[src/rtl/egsd_pkg.sv]
// Package for the Exp-Golomb stream decoder: item types, status codes, queue depths.
// No dependencies.
`default_nettype none

package egsd_pkg;

    localparam int IN_DEPTH  = 2;
    localparam int OUT_DEPTH = 4;

    localparam logic [1:0] ST_OK    = 2'd0;
    localparam logic [1:0] ST_TRUNC = 2'd1;
    localparam logic [1:0] ST_OVF   = 2'd2;

    typedef struct packed {
        logic [7:0] stream_byte;
        logic [3:0] nbits;
        logic       eos;
    } in_item_t;

    typedef struct packed {
        logic [31:0] value;
        logic [1:0]  status;
        logic        last;
    } out_item_t;

endpackage

`default_nettype wire

[src/rtl/egsd_front.sv]
// Front end: accepts stream bytes, clamps the valid-bit count, queues them for the back end.
// Depends on egsd_pkg.
`default_nettype none

module egsd_front (
    input  wire logic             clk,
    input  wire logic             rst_n,
    input  wire logic             push,
    output logic                  full,
    input  wire logic [7:0]       stream_byte,
    input  wire logic [3:0]       valid_bits,
    input  wire logic             end_of_stream,
    output logic                  item_valid,
    output egsd_pkg::in_item_t    item,
    input  wire logic             item_pop
);
    import egsd_pkg::*;

    localparam int PW = $clog2(IN_DEPTH);
    localparam int CW = $clog2(IN_DEPTH + 1);

    in_item_t          mem [IN_DEPTH];
    logic [PW-1:0]     wr_ptr_reg, wr_ptr_next;
    logic [PW-1:0]     rd_ptr_reg, rd_ptr_next;
    logic [CW-1:0]     count_reg, count_next;
    logic              do_push;
    logic              do_pop;
    in_item_t          new_item;

    assign full       = (count_reg == CW'(IN_DEPTH));
    assign item_valid = (count_reg != '0);
    assign item       = mem[rd_ptr_reg];
    assign do_push    = push && !full;
    assign do_pop     = item_pop && item_valid;

    always_comb
    begin
        new_item.stream_byte = stream_byte;
        new_item.nbits       = (valid_bits > 4'd8) ? 4'd8 : valid_bits;
        new_item.eos         = end_of_stream;
    end

    always_comb
    begin
        wr_ptr_next = do_push ? wr_ptr_reg + PW'(1) : wr_ptr_reg;
        rd_ptr_next = do_pop ? rd_ptr_reg + PW'(1) : rd_ptr_reg;
        count_next  = count_reg;
        if (do_push && !do_pop)
        begin
            count_next = count_reg + CW'(1);
        end
        else if (do_pop && !do_push)
        begin
            count_next = count_reg - CW'(1);
        end
    end

    always_ff @(posedge clk or negedge rst_n)
    begin
        if (!rst_n)
        begin
            wr_ptr_reg <= '0;
            rd_ptr_reg <= '0;
            count_reg  <= '0;
        end
        else
        begin
            wr_ptr_reg <= wr_ptr_next;
            rd_ptr_reg <= rd_ptr_next;
            count_reg  <= count_next;
        end
    end

    always_ff @(posedge clk)
    begin
        if (do_push)
        begin
            mem[wr_ptr_reg] <= new_item;
        end
    end

endmodule

`default_nettype wire

[src/rtl/egsd_back.sv]
// Back end: walks the bits of each queued byte, one per cycle while not stalled, and decodes
// ue(v) codes. Holds one result until its last-in-run flag is known. Depends on egsd_pkg.
`default_nettype none

module egsd_back #(
    parameter int MAX_PREFIX = 31
) (
    input  wire logic             clk,
    input  wire logic             rst_n,
    input  wire logic             item_valid,
    input  egsd_pkg::in_item_t    item,
    output logic                  item_pop,
    output logic                  res_push,
    output egsd_pkg::out_item_t   res_item,
    input  wire logic             res_full
);
    import egsd_pkg::*;

    logic [5:0]  zc_reg, zc_next;
    logic        rs_reg, rs_next;
    logic [4:0]  sl_reg, sl_next;
    logic [31:0] acc_reg, acc_next;
    logic        skip_reg, skip_next;
    logic [2:0]  idx_reg, idx_next;

    logic        pend_valid_reg, pend_valid_next;
    out_item_t   pend_reg, pend_next;

    logic        final_bit;
    logic        cur_bit;
    logic        r_valid;
    logic [31:0] r_value;
    logic [1:0]  r_status;
    logic        step;

    assign final_bit = (item.nbits == 4'd0) || ({1'b0, idx_reg} == item.nbits - 4'd1);
    assign cur_bit   = item.stream_byte[3'd7 - idx_reg];

    always_comb
    begin
        logic [5:0]  zc_inc;
        logic [4:0]  sl_dec;
        logic [31:0] acc_sh;
        zc_inc   = zc_reg + 6'd1;
        sl_dec   = sl_reg - 5'd1;
        acc_sh   = {acc_reg[30:0], cur_bit};
        zc_next   = zc_reg;
        rs_next   = rs_reg;
        sl_next   = sl_reg;
        acc_next  = acc_reg;
        skip_next = skip_reg;
        r_valid   = 1'b0;
        r_value   = '0;
        r_status  = ST_OK;
        if (item.nbits != 4'd0 && !skip_reg)
        begin
            if (rs_reg)
            begin
                acc_next = acc_sh;
                sl_next  = sl_dec;
                if (sl_dec == 5'd0)
                begin
                    r_valid  = 1'b1;
                    r_value  = acc_sh - 32'd1;
                    zc_next  = '0;
                    rs_next  = 1'b0;
                    sl_next  = '0;
                    acc_next = 32'd1;
                end
            end
            else if (!cur_bit)
            begin
                zc_next = zc_inc;
                if (zc_inc > 6'(MAX_PREFIX))
                begin
                    r_valid   = 1'b1;
                    r_status  = ST_OVF;
                    zc_next   = '0;
                    rs_next   = 1'b0;
                    sl_next   = '0;
                    acc_next  = 32'd1;
                    skip_next = 1'b1;
                end
            end
            else if (zc_reg == 6'd0)
            begin
                r_valid = 1'b1;
            end
            else
            begin
                rs_next  = 1'b1;
                sl_next  = zc_reg[4:0];
                acc_next = 32'd1;
            end
        end
        if (final_bit && item.eos)
        begin
            // a bit result always leaves a clear code, so at most one result per step
            if (!skip_next && (zc_next != 6'd0 || rs_next))
            begin
                r_valid  = 1'b1;
                r_value  = '0;
                r_status = ST_TRUNC;
            end
            zc_next   = '0;
            rs_next   = 1'b0;
            sl_next   = '0;
            acc_next  = 32'd1;
            skip_next = 1'b0;
        end
    end

    assign step     = item_valid && !(r_valid && pend_valid_reg && res_full);
    assign item_pop = step && final_bit;
    assign idx_next = final_bit ? 3'd0 : idx_reg + 3'd1;
    assign res_push = pend_valid_reg && !res_full && (pend_reg.last || (step && r_valid));
    assign res_item = pend_reg;

    always_comb
    begin
        pend_valid_next = pend_valid_reg;
        pend_next       = pend_reg;
        if (step && r_valid)
        begin
            pend_valid_next  = 1'b1;
            pend_next.value  = r_value;
            pend_next.status = r_status;
            pend_next.last   = final_bit;
        end
        else if (res_push)
        begin
            pend_valid_next = 1'b0;
        end
        else if (step && final_bit && pend_valid_reg)
        begin
            pend_next.last = 1'b1;
        end
    end

    always_ff @(posedge clk or negedge rst_n)
    begin
        if (!rst_n)
        begin
            zc_reg         <= '0;
            rs_reg         <= 1'b0;
            sl_reg         <= '0;
            acc_reg        <= 32'd1;
            skip_reg       <= 1'b0;
            idx_reg        <= '0;
            pend_valid_reg <= 1'b0;
        end
        else
        begin
            if (step)
            begin
                zc_reg   <= zc_next;
                rs_reg   <= rs_next;
                sl_reg   <= sl_next;
                acc_reg  <= acc_next;
                skip_reg <= skip_next;
                idx_reg  <= idx_next;
            end
            pend_valid_reg <= pend_valid_next;
        end
    end

    always_ff @(posedge clk)
    begin
        pend_reg <= pend_next;
    end

endmodule

`default_nettype wire

[src/rtl/egsd_outq.sv]
// Result queue between the back end and the result port.
// Depends on egsd_pkg.
`default_nettype none

module egsd_outq (
    input  wire logic             clk,
    input  wire logic             rst_n,
    input  wire logic             wr_en,
    input  egsd_pkg::out_item_t   wr_item,
    output logic                  q_full,
    output logic                  empty,
    input  wire logic             pop,
    output egsd_pkg::out_item_t   head
);
    import egsd_pkg::*;

    localparam int PW = $clog2(OUT_DEPTH);
    localparam int CW = $clog2(OUT_DEPTH + 1);

    out_item_t       mem [OUT_DEPTH];
    logic [PW-1:0]   wr_ptr_reg, wr_ptr_next;
    logic [PW-1:0]   rd_ptr_reg, rd_ptr_next;
    logic [CW-1:0]   count_reg, count_next;
    logic            do_push;
    logic            do_pop;

    assign q_full  = (count_reg == CW'(OUT_DEPTH));
    assign empty   = (count_reg == '0);
    assign head    = mem[rd_ptr_reg];
    assign do_push = wr_en && !q_full;
    assign do_pop  = pop && !empty;

    always_comb
    begin
        wr_ptr_next = do_push ? wr_ptr_reg + PW'(1) : wr_ptr_reg;
        rd_ptr_next = do_pop ? rd_ptr_reg + PW'(1) : rd_ptr_reg;
        count_next  = count_reg;
        if (do_push && !do_pop)
        begin
            count_next = count_reg + CW'(1);
        end
        else if (do_pop && !do_push)
        begin
            count_next = count_reg - CW'(1);
        end
    end

    always_ff @(posedge clk or negedge rst_n)
    begin
        if (!rst_n)
        begin
            wr_ptr_reg <= '0;
            rd_ptr_reg <= '0;
            count_reg  <= '0;
        end
        else
        begin
            wr_ptr_reg <= wr_ptr_next;
            rd_ptr_reg <= rd_ptr_next;
            count_reg  <= count_next;
        end
    end

    always_ff @(posedge clk)
    begin
        if (do_push)
        begin
            mem[wr_ptr_reg] <= wr_item;
        end
    end

endmodule

`default_nettype wire

[src/rtl/exp_golomb_stream_decoder.sv]
// Top level of the unsigned Exp-Golomb stream decoder.
// Depends on egsd_pkg, egsd_front, egsd_back, egsd_outq.
//
// Input queue: drive stream_byte, valid_bits (0..8, above 8 counts as 8) and
// end_of_stream with push; the byte is taken on a clock edge with push high
// and full low. A two-entry byte queue sits in front of the bit walker.
// Result queue: while empty is low, code_value/status/last_in_run show the
// oldest result; pop high on a clock edge takes it. Status 0 is a decoded
// value, 1 a code cut off by end of stream, 2 a prefix overflow (bits are
// then dropped until end of stream). last_in_run marks the final result of
// a byte.
// Throughput: the bit walker consumes one stream bit per cycle while the
// result queue does not stall it; a byte with no bits still takes one
// step, and bytes are walked back to back.
// Output: a result waits in a hold register until the next result of its
// byte (written to the four-entry result queue at that edge) or until the
// byte's last bit sets its last flag; it then goes to the result queue.
// When pop stays low the result queue fills, the walker stops on the next
// result, the byte queue fills and full rises; nothing is lost.
// Reset clears all queues and the decoder state (no code in progress).
`default_nettype none

module exp_golomb_stream_decoder #(
    parameter int MAX_PREFIX = 31
) (
    input  wire logic         clk,
    input  wire logic         rst_n,
    input  wire logic         push,
    output logic              full,
    input  wire logic [7:0]   stream_byte,
    input  wire logic [3:0]   valid_bits,
    input  wire logic         end_of_stream,
    output logic              empty,
    input  wire logic         pop,
    output logic [31:0]       code_value,
    output logic [1:0]        status,
    output logic              last_in_run
);
    import egsd_pkg::*;

    logic        item_valid;
    in_item_t    item;
    logic        item_pop;
    logic        res_push;
    out_item_t   res_item;
    logic        res_full;
    out_item_t   head;

    egsd_front u_front (
        .clk           (clk),
        .rst_n         (rst_n),
        .push          (push),
        .full          (full),
        .stream_byte   (stream_byte),
        .valid_bits    (valid_bits),
        .end_of_stream (end_of_stream),
        .item_valid    (item_valid),
        .item          (item),
        .item_pop      (item_pop)
    );

    egsd_back #(
        .MAX_PREFIX (MAX_PREFIX)
    ) u_back (
        .clk        (clk),
        .rst_n      (rst_n),
        .item_valid (item_valid),
        .item       (item),
        .item_pop   (item_pop),
        .res_push   (res_push),
        .res_item   (res_item),
        .res_full   (res_full)
    );

    egsd_outq u_outq (
        .clk     (clk),
        .rst_n   (rst_n),
        .wr_en   (res_push),
        .wr_item (res_item),
        .q_full  (res_full),
        .empty   (empty),
        .pop     (pop),
        .head    (head)
    );

    assign code_value  = head.value;
    assign status      = head.status;
    assign last_in_run = head.last;

    a_push_room: assert property (@(posedge clk) disable iff (!rst_n)
        res_push |-> !res_full)
        else $error("result pushed into full queue");

    a_pop_valid: assert property (@(posedge clk) disable iff (!rst_n)
        item_pop |-> item_valid)
        else $error("byte popped from empty queue");

    a_zero_on_error: assert property (@(posedge clk) disable iff (!rst_n)
        (!empty && status != ST_OK) |-> (code_value == 32'd0))
        else $error("nonzero value with error status");

    a_status_code: assert property (@(posedge clk) disable iff (!rst_n)
        !empty |-> (status == ST_OK || status == ST_TRUNC || status == ST_OVF))
        else $error("undefined status code");

endmodule

`default_nettype wire
[config.mk]
export PLATFORM = sky130hd
export DESIGN_NAME = exp_golomb_stream_decoder
export DESIGN_NICKNAME = d
export VERILOG_FILES = /design/src/rtl/egsd_pkg.sv /design/src/rtl/egsd_front.sv /design/src/rtl/egsd_back.sv /design/src/rtl/egsd_outq.sv /design/src/rtl/exp_golomb_stream_decoder.sv
export SDC_FILE = /design/constraint.sdc
export NUM_CORES = 1
export LEC_CHECK = 0
export ABC_AREA = 1
export BUFFER_PORTS_ARGS = -buffer_cell sky130_fd_sc_hd__clkbuf_2
export CORE_MARGIN = 2
export CORE_UTILIZATION = 55
export CTS_BUF_LIST = sky130_fd_sc_hd__clkbuf_4
export DETAILED_ROUTE_END_ITERATION = 12
export GPL_TIMING_DRIVEN = 0
export PLACE_DENSITY = 0.73
export SYNTH_ARGS = -nofsm -noshare
export SYNTH_HDL_FRONTEND = slang
export SYNTH_SLANG_ARGS = --single-unit
[constraint.sdc]
create_clock -name clk -period 9.3 [get_ports clk]
set_input_delay 0 -clock clk [delete_from_list [all_inputs] [get_ports clk]]
set_output_delay 0 -clock clk [all_outputs]
set_load 0.01 [all_outputs]
==> flow_metrics.py, run 1 <==
metrics = {
    "die": {
        "die_h_um": 148.5,
        "rows": 52,
        "io_pins": 54,
        "start_util": 0.5641,
        "die-area_um2": 22060,
        "chipWidth_um": 148.5,
        "core_area_um2": 20360,
    },
    "drt": {
        "detail-route-antenna-nets": 0,
        "via_per_inst": 5.297,
        "vias": 7946,
        "drt-initial-drc-count": 555,
        "drt-total-wl_um": 23430,
        "wl_per_cell_um": 15.62,
        "drc": 0,
        "firstDrtPassIters": 5,
    },
    "worst_setup_path": {
        "end_kind": "flop",
        "timing.rr.start": "u_front.rd_ptr_reg",
        "cp-startpoint": "u_front.rd_ptr_reg",
        "cp-start-kind": "flop",
        "critical_path_class": "reg -> reg",
        "required_ns": 9.64,
        "r2r_cells": 16,
        "crit_path_max_fanout": 18,
        "cp.arrival_ns": 4.66,
    },
    "clock_network": {
        "cts_buffers": 66,
        "cts.sinks": 260,
        "clk_pin_slew_worst_paths_ns": 0.07,
        "clk_latency_ns": 0.68,
        "cts_tree": "built",
        "cts_resized": 0,
        "h-tree-depth": 3,
        "clockBufferDepth": 3,
        "clock-root-buffer": "clkbuf_4",
    },
    "global_route": {
        "grt_usage": 0.2243,
        "gr-total-overflow": 0,
        "antenna_found_initial": 1,
        "grt_max_degree": 60,
        "grt_pass1_vias": 7882,
        "grt_pass1_wl_um": 38790,
    },
    "worst_hold_path": {
        "hold_class": "in -> async",
    },
    "status": {
        "run_status": "finished, final reports clean",
    },
    "final_layout": {
        "largest_register_ff_count": 140,
        "syn_to_final_growth_pct": 16.15,
        "final_util": 0.6553,
        "nets": 1210,
        "layout-drive-gt1-share": 0.2075,
        "fin_area_um2": 13340,
        "layout.cells.non_filler": 1500,
    },
    "placed_design": {
        "place_area_um2": 12230,
        "gp_congestion": 0.8746,
        "dp.cells": 1362,
        "post-dp-hpwl_um": 15440,
        "io_buffers": 53,
        "dp_slack_ns": 5.095,
    },
    "timing": {
        "post-route-worst-setup-slack_ns": 4.974,
        "rsz0062_at_grt": "no",
        "worstMarginPinSlew_ns": 1.226,
        "timing.final.crit_share": 0.4651,
        "skew_ns": 0.06586,
        "setup_tns_ns": 0,
        "maxSlewHeadroom": 0.1798,
        "finalHoldViolations": 0,
        "final-max-slew-violation-count": 0,
        "max_freq_ghz": 0.2312,
        "fin_crit_ns": 4.326,
        "setup_viol": 0,
    },
    "logic_synthesis": {
        "syn_inst": 1035,
        "synthAdderAreaFrac": 0.01699,
        "synth_top_family_by_area": "simple AND/OR/NAND/NOR gates",
        "synth_flop_cell": "edfxtp_1",
        "synthMuxAreaShare": 0.002178,
        "synth_xor_area_frac": 0.02745,
        "synth-compound-area-share": 0.09878,
        "ys_seq_area_frac": 0.6540,
        "syn_area_per_cell_um2": 11.10,
        "syn_nets": 1067,
        "synth-async-reset-ratio": 0.2269,
        "ys_ff_latch": 260,
        "synth_area_um2": 11490,
        "synth-simple-area-share": 0.1525,
        "synth_edf_count": 201,
        "yosysUniqueCellTypes": 43,
        "ys_warn_count": 0,
    },
    "power_and_ir_drop": {
        "p_leak_nw": 5.329,
        "power.internal_mw": 3.043,
        "seqPwrFrac": 0.393,
        "powerDensity_nw_per_um2": 378.3,
        "p_sw_frac": 0.3972,
        "p_sw_mw": 2.005,
        "comb_power_share": 0.401,
        "irDropWorstVdd_v": 0.0001785,
        "clkPwrFrac": 0.206,
    },
    "job": {
        "max_cap_viol_count": 0,
    },
}
power groups by stage:
stage	Combinational [mW]	Clock, mW	Sequential, mW
finish	2.02	1.04	1.98
detailed placement	2.02	0	2.00
CTS	2.04	1.06	1.98
floorplan	1.41	0	1.93
global placement	1.93	0	2.01
global route	2.26	1.13	2.02
layout by cell type, fill, tap and decap left out, types with 36 or more instances in the layout:
cell type / n
clkbuf_2: 52
clkbuf_4: 105
dfrtp_1: 58
edfxtp_1: 201
inv_1: 74
nand2_1: 165
nand3_1: 38
nor2_1: 151
o21ai_0: 82
o22ai_1: 36
synth_stat cells, types with 2 or more instances:
master,count,area [um^2]
clkbuf_1,32,120.1
a21oi_1,16,80.08
clkinv_1,2,7.510
nor2_1,155,581.8
nor3_2,2,20.02
nand4_1,5,31.28
nand2_4,2,22.52
inv_2,5,18.77
o211ai_1,2,15.01
inv_1,74,277.8
o21ai_2,34,297.8
or4_1,2,15.01
buf_4,4,30.03
buf_6,7,78.83
nand3_2,5,50.05
nand2_2,8,50.05
xor2_1,23,201.4
nor4_1,6,37.54
edfxtp_1,201,6036
nand3_1,38,190.2
or2_2,4,25.02
xnor2_1,13,113.9
ha_1,14,175.2
o21ai_1,13,65.06
a21oi_2,2,17.52
o21ai_0,82,410.4
o22ai_1,36,225.2
dfrtp_1,58,1451
nor3_1,11,55.05
nand2_1,165,619.3
nor2_2,2,12.51
through the flow:
stage / total power, mW / hold slack, ns
floorplan: 3.349 / -0.2956
global placement: 3.935 / 0.1878
finish: 5.049 / 0.05007
detailed placement: 4.026 / 0.1921
global route: 5.414 / 0.04938
CTS: 5.086 / 0.03267
cells by family (layout without fill, tap and decap cells):
group / Yosys count / after routing
fa+ha+maj: 15 / 15
flops: 260 / 260
other cells: 0 / 1
simple gates: 408 / 408
compound gates: 188 / 188
xor+xnor: 36 / 36
mux: 2 / 2
buf+inv: 126 / 320
final timing paths:
path | endpoint | slack, ns
max | u_outq.mem[0][25] | 4.97
min | u_outq.wr_ptr_reg[1] | 0.05
max reg2reg | u_outq.mem[0][25] | 4.97
min reg2reg | u_outq.mem[0][28] | 0.45
max in group asynchronous | u_back.acc_reg[30] | 8.68
min in group clk | u_front.mem[0][10] | 0.07
repair_timing:
action	CTS	global route
hold endpoints to repair	92	0
buffers inserted	0	0
hold buffers	18	0
per-layer routing:
| layer | track usage | wire [um] | part of all wire | vias up |
|---|---|---|---|---|
| met1 | 0.2897 | 9980 | 0.43 | 3731 |
| met3 | 0.04325 | 1542 | 0.066 | 52 |
| met5 | 0 | 0 | 0 | - |
| met2 | 0.3780 | 11460 | 0.49 | 279 |
| met4 | 0.08810 | 451 | 0.019 | 0 |
| li1 | - | - | - | 3884 |
worst max-delay path, cell delays in order, from the launching register on:
cell     delay [ns]
dfrtp_1        0.43
buf_4          0.22
mux2i_2        0.36
ha_1           0.23
xor2_1         0.18
xor2_1         0.20
nand3_1        0.12
o21ai_2        0.33
nand2_1        0.13
nor2_1         0.13
nand2_2        0.09
nand2_2        0.09
nand3_2        0.12
nand2_1        0.13
nand2_1        0.31
nor2_4         0.67
buf_16         0.24
cell type report:
type                       instances  area, um^2
fill                            1535        7020
timing repair buffer              75       558.0
multi-input combinational        649        3452
clock buffer                     104       780.7
buffer                            45       249.0
inverter                          81       304.0
tap                              270       337.8
sequential                       260        7513
clock inverter                    15       146.4
antenna                            1       2.502
Note: power is estimated with default switching activity, not from simulation.
==> inputs of run 2 (changes only) <==
- ABC_AREA: 1 -> 0
- PLACE_DENSITY: 0.73 -> 0.76
- clock period: 9.3 -> 3.5 ns (I/O delays scaled with it)
==> flow_metrics.py, run 2 <==
metrics = {
    "logic_synthesis": {
        "yosys.cell_count.top_type": "edfxtp_1",
        "synth_common_cells": "edfxtp_1, nand2_1, dfrtp_1, nor2_1, o21ai_0",
        "synth_flop_cell": "edfxtp_1",
        "synth_top_area_frac": 0.5480,
        "synth_area_um2": 11010,
        "synth.largest_area_cell": "edfxtp_1",
        "synth-compound-area-share": 0.06009,
        "syn_area_per_cell_um2": 14.74,
        "synth_top_family_by_area": "simple AND/OR/NAND/NOR gates",
        "syn_inst": 747,
        "synth_edf_count": 201,
        "synth_xor_area_frac": 0.03101,
        "syn_nets": 779,
        "synth-async-reset-ratio": 0.2269,
        "yosysUniqueCellTypes": 63,
        "ys_warn_count": 0,
        "synth-simple-area-share": 0.09769,
        "synthAdderAreaFrac": 0.01772,
        "synthMuxAreaShare": 0.09338,
        "ys_top_cells_by_area": "edfxtp_1, dfrtp_1, mux4_2, nand2_1, xnor2_1",
        "ys_seq_area_frac": 0.6822,
        "ys_ff_latch": 260,
    },
    "timing": {
        "setup_tns_ns": -12.49,
        "rsz0062_at_grt": "yes",
        "post-route-worst-setup-slack_ns": -0.2961,
        "worstMarginPinSlew_ns": 1.065,
        "final-max-slew-violation-count": 0,
        "setup_viol": 208,
        "max_freq_ghz": 0.2634,
        "maxSlewHeadroom": 0.2872,
        "fin_crit_ns": 3.796,
        "finalHoldViolations": 2,
        "skew_ns": 0.05331,
        "hold_ws_ns": -0.003855,
        "timing.final.crit_share": 1.085,
    },
    "clock_network": {
        "cts_tree": "built",
        "cts.sinks": 260,
        "clock-root-buffer": "clkbuf_4",
        "clk_latency_ns": 0.66,
        "clk_pin_slew_worst_paths_ns": 0.06,
        "h-tree-depth": 3,
        "cts_buffers": 67,
        "clockBufferDepth": 3,
    },
    "global_route": {
        "grt_usage": 0.2212,
        "grt_use_met2": 0.3758,
        "grt_pass1_vias": 7261,
        "grt_max_degree": 60,
        "grtUsageMet3": 0.05016,
        "gr-total-overflow": 0,
        "antenna_found_initial": 1,
        "busiest_layer": "met2",
        "grtUsageMet1": 0.2791,
        "grt_pass1_wl_um": 36960,
    },
    "job": {
        "max_cap_viol_count": 0,
    },
    "worst_setup_path": {
        "r2r-end": "u_outq.count_reg[1]",
        "rrSetupSlack_ns": -0.30,
        "required_ns": 4.02,
        "end_kind": "flop",
        "crit_end": "u_outq.count_reg[1]",
        "cp-startpoint": "u_front.rd_ptr_reg",
        "r2r_cells": 17,
        "cp-start-kind": "flop",
        "cp.arrival_ns": 4.31,
        "timing.rr.start": "u_front.rd_ptr_reg",
        "crit_path_max_fanout": 5,
        "critical_path_class": "reg -> reg",
    },
    "placed_design": {
        "io_buffers": 53,
        "dp_slack_ns": -0.9604,
        "gp_congestion": 0.8438,
        "post-dp-hpwl_um": 13440,
    },
    "final_layout": {
        "final_util": 0.6974,
        "syn_to_final_growth_pct": 23.64,
        "seq_area_um2": 7515,
        "multi_input_area_um2": 3628,
        "largest_register_ff_count": 140,
        "fill_cells": 1288,
        "layout-drive-gt1-share": 0.3333,
        "final_common_cell": "edfxtp_1",
        "layout_common_cells": "edfxtp_1, clkbuf_4, nand2_1",
        "nets": 972,
    },
    "drt": {
        "detail-route-antenna-nets": 0,
        "drc": 0,
        "via_per_inst": 5.723,
        "vias": 7171,
        "drt-total-wl_um": 24130,
        "drt-initial-drc-count": 672,
        "firstDrtPassIters": 5,
        "wl_per_cell_um": 19.26,
    },
    "die": {
        "die_h_um": 145.5,
        "start_util": 0.5641,
        "rows": 51,
        "io_pins": 54,
        "die-area_um2": 21170,
        "core_area_um2": 19530,
        "chipWidth_um": 145.5,
    },
    "status": {
        "run_status": "finished, violations left",
        "violations": "negative hold slack, negative setup slack",
    },
    "power_and_ir_drop": {
        "p_leak_nw": 5.109,
        "powerDensity_nw_per_um2": 1067,
        "irDropWorstVdd_v": 0.0005270,
    },
    "worst_hold_path": {
        "hold_class": "in -> async",
    },
}
## run 2: cell count changes after synthesis, moves of 15 or more
| cell | previous run | this run |
|---|---|---|
| inv_1 | 74 | 15 |
| mux2i_1 | 0 | 15 |
| mux4_2 | 0 | 37 |
| nand2_1 | 165 | 91 |
| nand3_1 | 38 | 7 |
| nor2_1 | 155 | 48 |
| o21ai_0 | 82 | 45 |
| o21ai_2 | 34 | 0 |
| o22ai_1 | 36 | 2 |
## run 2: power breakdown
group	leakage, nW	internal [mW]	switching, mW
clock	0.523	1.49	1.16
combinational	1.94	2.92	3.58
sequential	2.64	4.78	0.599
## run 2: kinds of logic (layout without fill, tap and decap cells)
| logic type | count (synthesis) | after routing |
|---|---|---|
| buffers and inverters | 49 | 284 |
| multiplexers | 55 | 55 |
| flip-flops | 260 | 260 |
| AND/OR/NAND/NOR | 223 | 227 |
| AO/OA/AOI/OAI | 106 | 107 |
| adder cells (fa/ha/maj) | 15 | 15 |
| XOR/XNOR | 39 | 39 |
| other | 0 | 1 |
## run 2: final cells by class
type,instances,area share
Sequential cell,260,0.5518
Multi-Input combinational cell,443,0.2664
Timing Repair Buffer,118,0.07212
Clock buffer,104,0.05733
Tap cell,265,0.02435
Buffer,34,0.01525
Clock inverter,12,0.007534
Inverter,15,0.004410
Timing Repair inverter,1,0.0005513
Antenna cell,1,0.0001838
## run 2: what timing repair did
item	in CTS	in global routing
hold buffers	16	0
buffers inserted	34	12
pin swaps	15	20
gates cloned	6	6
endpoints found under the setup margin	227	226
endpoints found under the hold margin	95	0
gates resized for setup	27	81
## run 2: critical path, cell delays in order, from the launching register on
cell and delay (ns):
dfrtp_2 0.38, buf_8 0.13, mux2i_4 0.26, ha_2 0.22, nor4b_4 0.36, nor4_4 0.09, buf_4 0.17, buf_6 0.11
nand4_1 0.08, mux2i_1 0.08, a211o_1 0.27, nor4b_4 0.29, buf_6 0.17, o31ai_4 0.07, ha_2 0.21, inv_2 0.06
fa_2 0.42, mux2_2 0.28
## run 2: worst min-delay path by stage
stage                     slack, ns  cells past startpoint                  to
after floorplan               -0.30                      0  u_back.acc_reg[10]
after global placement         0.19                      1   u_front.mem[1][0]
after detailed placement       0.18                      1    u_back.zc_reg[1]
after CTS                      0.01                      2  u_back.acc_reg[11]
after global routing           0.07                      2   u_back.acc_reg[4]
final                        -0.004                      2   u_back.acc_reg[6]
## run 2: through the flow
step                area [um^2]  total power [mW]  cells
CTS                       13250             13.75   1236
global placement          11670             9.976   1065
floorplan                 11070             8.709    747
finish                    13620             14.53   1253
global route              13620             15.28   1253
detailed placement        11670             10.21   1065
## run 2: metal layers
metal | part of all wire | up-vias
li1 | - | 3245
met1 | 0.39 | 3564
met2 | 0.52 | 300
met3 | 0.061 | 62
met4 | 0.029 | 0
met5 | 0 | -
==> inputs of run 3 (changes only) <==
- CELL_PAD_IN_SITES_DETAIL_PLACEMENT: default -> 1
- CELL_PAD_IN_SITES_GLOBAL_PLACEMENT: default -> 2
- CORE_UTILIZATION: 55 -> 42
- PLACE_DENSITY: 0.76 -> default
- PLACE_DENSITY_LB_ADDON: default -> 0.1
==> flow_metrics.py, run 3 (same netlist as run 2, synthesis figures left out) <==
metrics = {
    "worst_setup_path": {
        "critical_path_class": "reg -> reg",
        "cp-start-kind": "flop",
        "crit_path_max_incr_delay_ns": 0.42,
        "required_ns": 3.86,
        "cp.arrival_ns": 4.12,
        "crit_top_cell": "buf_6",
        "rrSetupSlack_ns": -0.26,
        "timing.rr.start": "u_front.rd_ptr_reg",
        "r2r-end": "u_outq.mem[2][11]",
        "end_kind": "flop",
        "crit_buf_inv": 8,
        "path_cells": "buf_6 -> mux2i_4 -> ha_2 -> nor4b_4 -> buf_4 -> or3_4 -> o41a_1 -> nand4_1 -> nor4b_4 -> buf_6 -> o31ai_4 -> buf_6 -> buf_6 -> buf_6 -> and2_4 -> buf_12 -> buf_12",
        "crit_path_top_delay_cell": "o41a_1",
        "critPathTopFamily": "buffers and inverters",
        "crit_path_max_fanout": 8,
        "r2r_cells": 17,
        "worstSetupPathDepth": 17,
    },
    "power_and_ir_drop": {
        "p_leak_nw": 5.284,
        "powerDensity_nw_per_um2": 1084,
        "comb_power_share": 0.474,
        "clkPwrFrac": 0.173,
        "seqPwrFrac": 0.353,
        "power.internal_mw": 9.628,
        "power_mw": 15.28,
        "p_sw_mw": 5.657,
        "p_sw_frac": 0.3701,
        "irDropWorstVdd_v": 0.0004019,
    },
    "global_route": {
        "grt_pass1_vias": 7676,
        "gr-total-overflow": 0,
        "antenna_found_initial": 1,
        "grt_max_degree": 41,
        "grt_usage": 0.1989,
        "grt_pass1_wl_um": 42610,
    },
    "timing": {
        "finalHoldViolations": 0,
        "final-max-slew-violation-count": 0,
        "post-route-worst-setup-slack_ns": -0.2634,
        "max_freq_ghz": 0.2657,
        "setup_viol": 174,
        "hold_ws_ns": 0.08468,
        "maxSlewHeadroom": 0.2677,
        "skew_ns": 0.05896,
        "worstMarginPinSlew_ns": 1.094,
        "fin_crit_ns": 3.763,
        "rsz0062_at_grt": "yes",
        "timing.final.crit_share": 1.075,
    },
    "drt": {
        "wl_per_cell_um": 20.83,
        "drt-total-wl_um": 28120,
        "detail-route-antenna-nets": 0,
        "via_per_inst": 5.310,
        "firstDrtPassIters": 4,
        "drt-initial-drc-count": 329,
        "drc": 0,
        "vias": 7168,
    },
    "placed_design": {
        "io_buffers": 53,
        "gp_congestion": 0.7906,
        "post-dp-hpwl_um": 15570,
        "dp_slack_ns": -1.249,
    },
    "status": {
        "run_status": "finished, violations left",
        "violations": "negative setup slack",
    },
    "clock_network": {
        "cts.sinks": 260,
        "h-tree-depth": 3,
        "clock-root-buffer": "clkbuf_4",
        "cts_tree": "built",
        "clk_pin_slew_worst_paths_ns": 0.06,
        "cts_buffers": 68,
        "clk_latency_ns": 0.66,
        "clockBufferDepth": 3,
    },
    "die": {
        "die-area_um2": 27540,
        "rows": 59,
        "io_pins": 54,
        "die_h_um": 165.9,
        "start_util": 0.4251,
        "chipWidth_um": 165.9,
        "core_area_um2": 25910,
    },
    "final_layout": {
        "nets": 999,
        "layout-drive-gt1-share": 0.3225,
        "final_common_cell": "edfxtp_1",
        "layout_common_cells": "edfxtp_1, nand2_1, clkbuf_4",
        "final_util": 0.5443,
        "largest_register_ff_count": 140,
        "syn_to_final_growth_pct": 28.04,
    },
    "worst_hold_path": {
        "hold_class": "in -> reg",
        "whs_path_depth": 2,
        "hp-start": "stream_byte[1]",
        "whs_endpoint": "u_front.mem[1][6]",
    },
    "job": {
        "max_cap_viol_count": 0,
    },
}
run 3: what timing repair did:
item                       CTS  global route
pin swaps                   17             7
buffers inserted            48            14
hold buffers                18             0
gates resized for setup     53            45
cloned                      13             4
setup endpoints to repair  233           235
hold endpoints to repair   107             0
run 3: power by group through the flow:
stage	Clock [mW]	Combinational, mW	Sequential (mW)
global placement	0	4.89	5.31
global route	2.88	7.82	5.49
finish	2.64	7.25	5.39
detailed placement	0	5.02	5.43
floorplan	0	3.53	5.18
CTS	2.69	6.70	5.36
run 3: cell type report:
cell class / count / area, um^2
Antenna cell: 1 / 2.502
Buffer: 34 / 193.9
Clock buffer: 86 / 645.6
Clock inverter: 31 / 211.5
Fill cell: 2554 / 11810
Inverter: 15 / 60.06
Multi-Input combinational cell: 442 / 3593
Sequential cell: 260 / 7513
Tap cell: 335 / 419.2
Timing Repair Buffer: 145 / 1455
Timing Repair inverter: 1 / 7.507
run 3: metal layers:
metal	vias to the layer above	routed length, um	track usage
li1	3297	-	-
met1	3685	11540	0.2358
met2	145	14680	0.3509
met3	41	1231	0.04981
met4	0	660	0.07410
met5	-	0	0
run 3: worst max-delay path by stage:
stage	start	to	slack, ns
detailed placement	u_front.rd_ptr_reg	u_back.res_item[10]	-1.25
finish	u_front.rd_ptr_reg	u_outq.mem[2][11]	-0.26
CTS	u_front.rd_ptr_reg	u_outq.count_reg[2]	-0.30
floorplan	u_front.rd_ptr_reg	u_back.res_item[10]	-0.27
global placement	u_front.rd_ptr_reg	u_back.res_item[9]	-1.12
global route	u_front.rd_ptr_reg	u_outq.count_reg[1]	-0.42
run 3: metrics by stage:
stage	area, um^2	TNS (ns)	instances
final	14100	-24.27	1350
after global routing	14100	-60.39	1350
after CTS	13780	-25.02	1332
after detailed placement	11780	-155.87	1136
after global placement	11760	-132.03	1135
after floorplan	11070	-9.566	747
run 3: worst register-to-register path, stage by stage, from the launching register on:
cell     delay, ns
dfrtp_1       0.39
buf_6         0.14
mux2i_4       0.18
ha_2          0.19
nor4b_4       0.14
buf_4         0.14
or3_4         0.40
o41a_1        0.42
nand4_1       0.16
nor4b_4       0.07
buf_6         0.14
o31ai_4       0.29
buf_6         0.18
buf_6         0.13
buf_6         0.10
and2_4        0.19
buf_12        0.12
buf_12        0.12
